<file path="config.mk">
export PLATFORM = sky130hd
export DESIGN_NAME = fsc_ctrl
export DESIGN_NICKNAME = d
export VERILOG_FILES = /design/src/rtl/fsc_pkg.sv /design/src/rtl/fsc_ctrl.sv
export SDC_FILE = /design/constraint.sdc
export NUM_CORES = 1
export LEC_CHECK = 0
export BUFFER_PORTS_ARGS = -buffer_cell sky130_fd_sc_hd__buf_2
export CORE_MARGIN = 2
export CORE_UTILIZATION = 41
export DETAILED_ROUTE_END_ITERATION = 10
export PLACE_DENSITY = 0.87
export SLEW_MARGIN = 30
export SYNTH_ARGS = -nofsm -noshare
export SYNTH_HDL_FRONTEND = slang
export SYNTH_SLANG_ARGS = --single-unit
export TNS_END_PERCENT = 100
</file>
<file path="constraint.sdc">
create_clock -name clk -period 3.3 [get_ports clk]
set_clock_uncertainty 0.05 [all_clocks]
set_input_delay 0.165 -clock clk [delete_from_list [all_inputs] [get_ports clk]]
set_output_delay 0.165 -clock clk [all_outputs]
set_load 0.05 [all_outputs]
</file>
<file path="src/rtl/fsc_pkg.sv">
// fsc_pkg: shared types, codes and constant tables of the frustum sphere cull block
// depends on nothing; used by fsc_ctrl, fsc_dp and frustum_sphere_cull_top
package fsc_pkg;

  localparam int NUM_PLANES = 6;
  localparam int NUM_CORNERS = 8;
  localparam int NORM_SHIFT = 30;

  localparam logic ACT_LOAD = 1'b0;
  localparam logic ACT_TEST = 1'b1;
  localparam logic [2:0] LAST_CORNER = 3'd7;
  localparam logic [2:0] LAST_PLANE = 3'd5;

  typedef struct packed {
    logic              action;
    logic [2:0]        corner_index;
    logic signed [31:0] pos_x;
    logic signed [31:0] pos_y;
    logic signed [31:0] pos_z;
    logic signed [31:0] margin;
  } in_item_t;

  typedef struct packed {
    logic reply_kind;
    logic inside_res;
  } out_item_t;

  typedef enum logic [1:0] {CRD_NONE, CRD_P, CRD_E0, CRD_E1} crd_t;
  typedef enum logic [1:0] {NRM_NONE, NRM_LOAD, NRM_COUNT, NRM_SCALE} nrm_t;
  typedef enum logic [1:0] {ACC_LOAD, ACC_ADD, ACC_SUB} acc_op_t;
  typedef enum logic [1:0] {SQ_NONE, SQ_LOAD, SQ_STEP} sq_t;
  typedef enum logic [1:0] {DV_NONE, DV_LOAD, DV_STEP, DV_STORE} dv_t;
  typedef enum logic [3:0] {
    OPD_V0, OPD_V1, OPD_V2, OPD_V3, OPD_V4, OPD_V5,
    OPD_N0, OPD_N1, OPD_N2, OPD_PX, OPD_PY, OPD_PZ,
    OPD_QA, OPD_QB, OPD_QC
  } opnd_t;

  typedef struct packed {
    logic       accept;
    crd_t       crd;
    logic [2:0] corner_sel;
    nrm_t       nrm;
    logic       mul_en;
    opnd_t      opa;
    opnd_t      opb;
    acc_op_t    acc_op;
    logic       cr_wr;
    logic [1:0] cr_idx;
    logic       v_copy;
    sq_t        sq;
    dv_t        dv;
    logic [1:0] div_idx;
    logic       plane_wr;
    logic [2:0] plane_idx;
    logic       tst_check;
  } cmd_t;

  typedef struct packed {
    logic or_zero;
    logic in_frustum;
  } sts_t;

  function automatic logic [63:0] mag64(input logic signed [63:0] x);
    logic [63:0] m;
    m = x[63] ? 64'(-x) : 64'(x);
    return m;
  endfunction

  // corner triple (p1, p2, p3) of each plane
  function automatic logic [2:0] tri_corner(input logic [2:0] plane, input logic [1:0] pos);
    logic [8:0] t;
    case (plane)
      3'd0:    t = {3'd1, 3'd5, 3'd6};
      3'd1:    t = {3'd4, 3'd0, 3'd3};
      3'd2:    t = {3'd4, 3'd5, 3'd1};
      3'd3:    t = {3'd3, 3'd2, 3'd6};
      3'd4:    t = {3'd5, 3'd4, 3'd7};
      3'd5:    t = {3'd0, 3'd1, 3'd2};
      default: t = '0;
    endcase
    case (pos)
      2'd0:    return t[8:6];
      2'd1:    return t[5:3];
      default: return t[2:0];
    endcase
  endfunction

endpackage

</file>
<file path="src/rtl/fsc_ctrl.sv">
// fsc_ctrl: sequencer for corner loads, plane rebuilds and point tests
// depends on fsc_pkg; drives fsc_dp through cmd_t
module fsc_ctrl (
  input  logic              clk,
  input  logic              rst_n,
  input  logic              start,
  input  fsc_pkg::in_item_t in_item,
  input  fsc_pkg::sts_t     sts,
  output fsc_pkg::cmd_t     cmd,
  output logic              busy,
  output logic              out_valid,
  output logic              out_kind
);

  typedef enum logic [4:0] {
    S_IDLE, S_RD1, S_RD2, S_RD3, S_NLOAD, S_NCOUNT, S_NSCALE, S_CROSS, S_COPY,
    S_SQ, S_SQRT_LD, S_SQRT, S_DIV_LD, S_DIV, S_DIV_ST, S_DOT, S_TEST
  } state_t;

  state_t     state_r;
  logic [5:0] step_r;
  logic [2:0] plane_r;
  logic [1:0] j_r;
  logic       nphase_r, out_valid_r, out_kind_r;
  logic       accept;

  assign busy   = (state_r != S_IDLE);
  assign accept = start && !busy;

  always_comb begin
    cmd            = '0;
    cmd.accept     = accept;
    cmd.plane_idx  = plane_r;
    cmd.crd        = fsc_pkg::CRD_NONE;
    cmd.nrm        = fsc_pkg::NRM_NONE;
    cmd.opa        = fsc_pkg::OPD_V0;
    cmd.opb        = fsc_pkg::OPD_V0;
    cmd.acc_op     = fsc_pkg::ACC_LOAD;
    cmd.sq         = fsc_pkg::SQ_NONE;
    cmd.dv         = fsc_pkg::DV_NONE;
    cmd.div_idx    = j_r;
    cmd.cr_idx     = step_r[3:2];
    case (state_r)
      S_RD1: begin
        cmd.crd        = fsc_pkg::CRD_P;
        cmd.corner_sel = fsc_pkg::tri_corner(plane_r, 2'd0);
      end
      S_RD2: begin
        cmd.crd        = fsc_pkg::CRD_E0;
        cmd.corner_sel = fsc_pkg::tri_corner(plane_r, 2'd1);
      end
      S_RD3: begin
        cmd.crd        = fsc_pkg::CRD_E1;
        cmd.corner_sel = fsc_pkg::tri_corner(plane_r, 2'd2);
      end
      S_NLOAD:  cmd.nrm = fsc_pkg::NRM_LOAD;
      S_NCOUNT: cmd.nrm = fsc_pkg::NRM_COUNT;
      S_NSCALE: cmd.nrm = fsc_pkg::NRM_SCALE;
      S_CROSS: begin
        cmd.mul_en = (step_r[1:0] == 2'd0) || (step_r[1:0] == 2'd1);
        cmd.acc_op = step_r[0] ? fsc_pkg::ACC_SUB : fsc_pkg::ACC_LOAD;
        cmd.cr_wr  = (step_r[1:0] == 2'd3);
        case ({step_r[3:2], step_r[0]})
          3'b000: begin cmd.opa = fsc_pkg::OPD_V1; cmd.opb = fsc_pkg::OPD_V5; end
          3'b001: begin cmd.opa = fsc_pkg::OPD_V2; cmd.opb = fsc_pkg::OPD_V4; end
          3'b010: begin cmd.opa = fsc_pkg::OPD_V2; cmd.opb = fsc_pkg::OPD_V3; end
          3'b011: begin cmd.opa = fsc_pkg::OPD_V0; cmd.opb = fsc_pkg::OPD_V5; end
          3'b100: begin cmd.opa = fsc_pkg::OPD_V0; cmd.opb = fsc_pkg::OPD_V4; end
          default: begin cmd.opa = fsc_pkg::OPD_V1; cmd.opb = fsc_pkg::OPD_V3; end
        endcase
      end
      S_COPY: cmd.v_copy = 1'b1;
      S_SQ: begin
        cmd.mul_en = (step_r < 6'd3);
        cmd.acc_op = (step_r == 6'd0) ? fsc_pkg::ACC_LOAD : fsc_pkg::ACC_ADD;
        case (step_r[1:0])
          2'd0:    begin cmd.opa = fsc_pkg::OPD_V0; cmd.opb = fsc_pkg::OPD_V0; end
          2'd1:    begin cmd.opa = fsc_pkg::OPD_V1; cmd.opb = fsc_pkg::OPD_V1; end
          default: begin cmd.opa = fsc_pkg::OPD_V2; cmd.opb = fsc_pkg::OPD_V2; end
        endcase
      end
      S_SQRT_LD: cmd.sq = fsc_pkg::SQ_LOAD;
      S_SQRT:    cmd.sq = fsc_pkg::SQ_STEP;
      S_DIV_LD:  cmd.dv = fsc_pkg::DV_LOAD;
      S_DIV:     cmd.dv = fsc_pkg::DV_STEP;
      S_DIV_ST:  cmd.dv = fsc_pkg::DV_STORE;
      S_DOT, S_TEST: begin
        cmd.mul_en    = (step_r < 6'd3);
        cmd.acc_op    = (step_r == 6'd0) ? fsc_pkg::ACC_LOAD : fsc_pkg::ACC_ADD;
        cmd.plane_wr  = (state_r == S_DOT) && (step_r == 6'd4);
        cmd.tst_check = (state_r == S_TEST) && (step_r == 6'd4);
        case (step_r[1:0])
          2'd0: begin
            cmd.opa = (state_r == S_DOT) ? fsc_pkg::OPD_N0 : fsc_pkg::OPD_QA;
            cmd.opb = fsc_pkg::OPD_PX;
          end
          2'd1: begin
            cmd.opa = (state_r == S_DOT) ? fsc_pkg::OPD_N1 : fsc_pkg::OPD_QB;
            cmd.opb = fsc_pkg::OPD_PY;
          end
          default: begin
            cmd.opa = (state_r == S_DOT) ? fsc_pkg::OPD_N2 : fsc_pkg::OPD_QC;
            cmd.opb = fsc_pkg::OPD_PZ;
          end
        endcase
      end
      default: ;
    endcase
  end

  always_ff @(posedge clk) begin
    if (!rst_n) begin
      state_r     <= S_IDLE;
      step_r      <= '0;
      plane_r     <= '0;
      j_r         <= '0;
      nphase_r    <= 1'b0;
      out_valid_r <= 1'b0;
      out_kind_r  <= 1'b0;
    end else begin
      out_valid_r <= 1'b0;
      case (state_r)
        S_IDLE: begin
          if (accept) begin
            out_kind_r <= in_item.action;
            plane_r    <= '0;
            step_r     <= '0;
            if (in_item.action == fsc_pkg::ACT_TEST) begin
              state_r <= S_TEST;
            end else if (in_item.corner_index == fsc_pkg::LAST_CORNER) begin
              state_r <= S_RD1;
            end else begin
              out_valid_r <= 1'b1;
            end
          end
        end
        S_RD1: state_r <= S_RD2;
        S_RD2: state_r <= S_RD3;
        S_RD3: begin
          nphase_r <= 1'b0;
          state_r  <= S_NLOAD;
        end
        S_NLOAD: state_r <= S_NCOUNT;
        S_NCOUNT: begin
          if (sts.or_zero) begin
            step_r  <= '0;
            state_r <= S_NSCALE;
          end
        end
        S_NSCALE: begin
          step_r <= step_r + 6'd1;
          if (step_r == 6'd5) begin
            step_r  <= '0;
            state_r <= nphase_r ? S_SQ : S_CROSS;
          end
        end
        S_CROSS: begin
          step_r <= step_r + 6'd1;
          if (step_r == 6'd11) state_r <= S_COPY;
        end
        S_COPY: begin
          nphase_r <= 1'b1;
          state_r  <= S_NLOAD;
        end
        S_SQ: begin
          step_r <= step_r + 6'd1;
          if (step_r == 6'd3) state_r <= S_SQRT_LD;
        end
        S_SQRT_LD: begin
          step_r  <= '0;
          state_r <= S_SQRT;
        end
        S_SQRT: begin
          step_r <= step_r + 6'd1;
          if (step_r == 6'd31) begin
            j_r     <= '0;
            state_r <= S_DIV_LD;
          end
        end
        S_DIV_LD: begin
          step_r  <= '0;
          state_r <= S_DIV;
        end
        S_DIV: begin
          step_r <= step_r + 6'd1;
          if (step_r == 6'd30) state_r <= S_DIV_ST;
        end
        S_DIV_ST: begin
          step_r <= '0;
          if (j_r == 2'd2) begin
            state_r <= S_DOT;
          end else begin
            j_r     <= j_r + 2'd1;
            state_r <= S_DIV_LD;
          end
        end
        S_DOT, S_TEST: begin
          step_r <= step_r + 6'd1;
          if (step_r == 6'd4) begin
            step_r <= '0;
            if (plane_r == fsc_pkg::LAST_PLANE) begin
              out_valid_r <= 1'b1;
              state_r     <= S_IDLE;
            end else begin
              plane_r <= plane_r + 3'd1;
              state_r <= (state_r == S_DOT) ? S_RD1 : S_TEST;
            end
          end
        end
        default: state_r <= S_IDLE;
      endcase
    end
  end

  assign out_valid = out_valid_r;
  assign out_kind  = out_kind_r;

  a_plane_range: assert property (@(posedge clk) disable iff (!rst_n)
    plane_r <= fsc_pkg::LAST_PLANE) else $error("plane counter out of range");

  a_test_busy: assert property (@(posedge clk) disable iff (!rst_n)
    accept && in_item.action == fsc_pkg::ACT_TEST |=> busy && !out_valid_r)
    else $error("test transaction not held busy");

  a_rebuild_busy: assert property (@(posedge clk) disable iff (!rst_n)
    accept && in_item.action == fsc_pkg::ACT_LOAD &&
    in_item.corner_index == fsc_pkg::LAST_CORNER |=> busy)
    else $error("plane rebuild not started");

  a_load_reply: assert property (@(posedge clk) disable iff (!rst_n)
    accept && in_item.action == fsc_pkg::ACT_LOAD &&
    in_item.corner_index != fsc_pkg::LAST_CORNER |=> out_valid_r && !out_kind_r && !busy)
    else $error("corner load reply missing");

  a_done_strobe: assert property (@(posedge clk) disable iff (!rst_n)
    out_valid_r && $past(busy) |-> !busy)
    else $error("reply strobe while still busy");

endmodule

</file>
# --- Word-level counts from Yosys, hierarchy flattened ---
# Cells that the tools add are included.
classes:
  n_addsub: 3
  n_eq_ne: 46
  order_cmp: 1
  n_mux: 52
  n_reduce_logical: 24
ops:
  columns: ["cell", "n"]
  rows:
  - ["$pmux 5 s15", 1]
  - ["$mux 5", 12]
  - ["$pmux 9 s6", 1]
  - ["$eq 5x4->1 const B", 8]
  - ["$pmux 6 s6", 1]
  - ["$pmux 11 s3", 1]
  - ["$pmux 6 s5", 1]
  - ["$mux 6", 4]
  - ["$eq 5x3->1 const B", 4]
  - ["$ne 2x2->1 const B", 10]
  - ["$pmux 8 s2", 1]
  - ["$pmux 5 s3", 1]
  - ["$eq 3x2->1 const B", 4]
  - ["$eq 3x3->1 const B", 4]
  - ["$eq 6x3->1 const B", 2]
  - ["$eq 6x5->1 const B", 2]
  - ["$mux 3", 4]
  - ["$mux 4", 3]
  - ["$pmux 2 s3", 2]
  - ["$pmux 6 s2", 1]
  - ["$eq 5x2->1 const B", 2]
  - ["$mux 1", 10]
  - ["$reduce_and 9->1", 1]
  - ["$mux 2", 4]
  - ["other kinds (31)", 42]
totals:
  word_cells: 133
  input_bits: 137
  output_inout_bits: 37
  ff_bits: 19

# --- Longest topological paths before layout ---
logic_depth:
  ltp_word: 5
  ltp_mapped: 8
  depth_no_buf: 7

# --- Worst setup path before layout ---
# Ideal clock, no wire load.
synth_timing:
  path_kind: "register to output"
  from: "reg step_r[0]"
  to: "out cmd[22] (netlist name)"
  stages_incl_launch_ff: 6
  required_ns: 3.085
  t_arrival_ns: 2.401
  n_path_buf: 1
  slack_ns: 0.684
  path_cell_list: "dfxtp_1 > clkbuf_1 > inv_1 > ha_1 > or2_2 > o21ai_0"
synth_lines:
  columns: ["element", "line_no", "text"]
  rows:
  - ["from (decl)", "fsc_ctrl.sv:21", "logic [5:0] step_r;"]
  - ["from (signal assigned)", "fsc_ctrl.sv:151", "step_r <= step_r + 6'd1;"]
  - ["from (signal assigned)", "fsc_ctrl.sv:158", "step_r <= step_r + 6'd1;"]
  - ["from (signal assigned)", "fsc_ctrl.sv:166", "step_r <= step_r + 6'd1;"]
  - ["to (decl)", "fsc_ctrl.sv:9", "output fsc_pkg::cmd_t cmd,"]

==> flow_metrics.env <==
export IMPL_grt_pass1_wl_um=8470
export IMPL_p_switching_w=0.000907
export IMPL_drcViolationCount=0
export IMPL_synthArstFlopShare_pct=0
export IMPL_highest_layer="met4"
export IMPL_postCtsResizedCells=0
export IMPL_insertion_delay_ns=0.27
export IMPL_final_cell_mix="44 x buf_2, 33 x nor2_1, 19 x dfxtp_1"
export IMPL_post_route_period_util_pct=82.9
export IMPL_setup_viol=0
export IMPL_ant_nets=0
export IMPL_synth_top_cell_area_share_pct=19.9
export IMPL_antennaDiodeCount=0
export IMPL_critPathKind="reg -> out"
export IMPL_ios=174
export IMPL_cp_slowest_stage_delay_ns=0.68
export IMPL_netlist_top_cell_by_area="dfxtp_1"
export IMPL_drive_gt1_share_pct=22.2
export IMPL_via_per_inst=5.86
export IMPL_power_frac_seq_pct=22.1
export IMPL_clkTransAtPathRegs_ns=0.08
export IMPL_grt_overflow=0
export IMPL_die_w_um=72.3
export IMPL_grt_antenna_before_repair=0
export IMPL_path_max_fanout=16
export IMPL_cts_sinks=19
export IMPL_finalHoldViolCount=0
export IMPL_slew_viol_final=0
export IMPL_outcome="completed"
export IMPL_dr_pass1_iters=4
export IMPL_grt_pass1_vias=1800
export IMPL_synth_seq_cells=19
export IMPL_worstPathRequired_ns=3.08
export IMPL_place_congestion=0.904
export IMPL_rsz0062_at_grt="no"
export IMPL_synth_fp_nets=405
export IMPL_hp_class="in -> reg"
export IMPL_core_um2=4410
export IMPL_die_area_um2=5230
export IMPL_synth_area_um2=1910
export IMPL_cts_buffers=3
export IMPL_multi_input_area_um2=1370
export IMPL_max_freq_mhz=366
export IMPL_layout_commonest_cell="buf_2"
export IMPL_wl_met3_um=398
export IMPL_worstMarginPinSlew_ns=0.686
export IMPL_nFillCells=426
export IMPL_routed_wl_um=5150
export IMPL_place_hpwl_um=3890
export IMPL_syn_to_final_growth_pct=12.2
export IMPL_track_usage_pct=20.5
export IMPL_crit_path_cell_trace="or3b_1 > or2_2 > nor3_1 > nor2_1 > o21ai_0 > buf_2"
export IMPL_cts_htree_levels=1
export IMPL_vdd_ir_drop_worst_mv=0.426
export IMPL_worstPathArrival_ns=2.52
export IMPL_leakage_nw=0.977
export IMPL_p_sw_share_pct=57.6
export IMPL_cts_buffer_depth=2
export IMPL_cts_tree="yes"
export IMPL_ys_top_cells_by_area="dfxtp_1 20%, ha_1 7.2%, mux2i_1 6.8%"
export IMPL_synth_edf_count=0
export IMPL_grt_max_degree=21
export IMPL_ctsHoldBuffers=0
export IMPL_power_frac_comb_pct=67.0
export IMPL_power_density_nw_per_um2=735
export IMPL_start_kind="flip-flop"
export IMPL_post_route_util_pct=48.6
export IMPL_synth_cell_types=54
export IMPL_met2WireLength_um=2410
export IMPL_power_w=0.00158
export IMPL_synth_warnings=0
export IMPL_critPathCaptureType="output port"
export IMPL_postSynthCellCount=257
export IMPL_period_needed_ns=2.74
export IMPL_regArea_um2=380
export IMPL_internal_power_w=0.000669
export IMPL_core_rowCount=24
export IMPL_met1Wirelength_um=2270
export IMPL_drtIter0Drc=143
export IMPL_ys_seq_area_share_pct=19.9
export IMPL_max_cap_viol_count=0
export IMPL_preCtsSetupSlack_ns=0.895
export IMPL_port_buffers=44
export IMPL_cts_setup_buffers=0
export IMPL_worst_path_max_delay_cell="dfxtp_1"
export IMPL_worst_slack_ns=0.564
export IMPL_nNetsFinal=433
export IMPL_vias=1970
export IMPL_start_util_pct=43.3
export IMPL_wl_per_cell_um=15.3
export IMPL_setup_tns_ns=0
export IMPL_syn_avg_cell_area_um2=7.44
export IMPL_die_h_um=72.3
export IMPL_slew_headroom_pct=54.2
export IMPL_synth_main_ff_cell="dfxtp_1"
export IMPL_clockRootBuffer="clkbuf_8"
export IMPL_p_clk_share_pct=10.9
state kept, by name, summed over array words and instances, names as in the netlist:
| name | count |
|---|---|
| plane_r | 3 |
| out_valid | 1 |
| j_r | 2 |
| state_r | 5 |
| step_r | 6 |
| out_kind | 1 |
| nphase_r | 1 |
final timing paths:
kind / startpoint / endpoint / slack (ns) / cells past startpoint
min: in_item[131] / out_kind$_SDFFE_PN0P_ / 0.19 / 3
max reg2reg: state_r[2]$_SDFFE_PN0P_ / plane_r[2]$_SDFFE_PN0P_ / 0.88 / 5
max: state_r[2]$_SDFFE_PN0P_ / cmd[22] / 0.56 / 6
min reg2reg: out_kind$_SDFFE_PN0P_ / out_kind$_SDFFE_PN0P_ / 0.46 / 2
cell usage after synthesis (3+ instances only):
master and count:
buf_4 3, clkbuf_1 15, nor2b_1 5, or2_2 4
nand3b_1 3, a211o_1 3, nand2b_1 6, dfxtp_1 19
a21o_1 4, a31oi_1 4, ha_1 11, inv_1 13
o21ai_0 10, nor2_1 33, nand3_1 7, xnor2_1 5
nor3_1 13, nand2_1 17, mux2i_1 13, and2_1 7
a21oi_1 17
layer usage:
metal / up-vias / GRT usage [%]
met4: 0 / 10.5
met1: 920 / 27.3
met3: 6 / 3.33
li1: 964 / -
met2: 80 / 31.8
met5: - / 0
critical path: cells and delay by family, from the launching register on:
family / cells / cell delay (ns)
buf+inv: 1 / 0.29
flops: 1 / 0.68
compound gates: 1 / 0.07
simple gates: 4 / 1.21
logic make-up (layout without fill, tap and decap cells):
| family | after synthesis | after routing | synth area share (%) |
|---|---|---|---|
| buf+inv | 36 | 63 | 8.51 |
| mux | 14 | 14 | 7.39 |
| fa+ha+maj | 11 | 11 | 7.20 |
| simple gates | 109 | 109 | 30.8 |
| xor+xnor | 5 | 5 | 2.29 |
| flops | 19 | 19 | 19.9 |
| compound gates | 63 | 63 | 24.0 |
power groups by stage:
stage          sequential [W]  combinational, W  clock, W
2_1_floorplan        0.000318          0.000882         0
3_3_place_gp         0.000349           0.00103         0
3_5_place_dp         0.000352           0.00104         0
4_1_cts              0.000347           0.00105  0.000177
5_1_grt              0.000362           0.00112  0.000185
6_report             0.000348           0.00106  0.000172
cell type report:
cell class / count / area share [%]
Multi-Input combinational cell: 202 / 63.8
Sequential cell: 19 / 17.7
Inverter: 13 / 2.28
Clock buffer: 3 / 1.93
Clock inverter: 1 / 0.233
Timing Repair Buffer: 46 / 11.0
Tap cell: 52 / 3.03
through the flow:
stage                     hold WS, ns  instances  instance area (um2)
after detailed placement        0.437        332                 2100
after CTS                       0.185        336                 2140
after global placement          0.423        332                 2100
after floorplan                 0.259        257                 1910
after global routing            0.196        336                 2140
final                           0.186        336                 2140
Note: power is estimated with default switching activity, not from simulation.
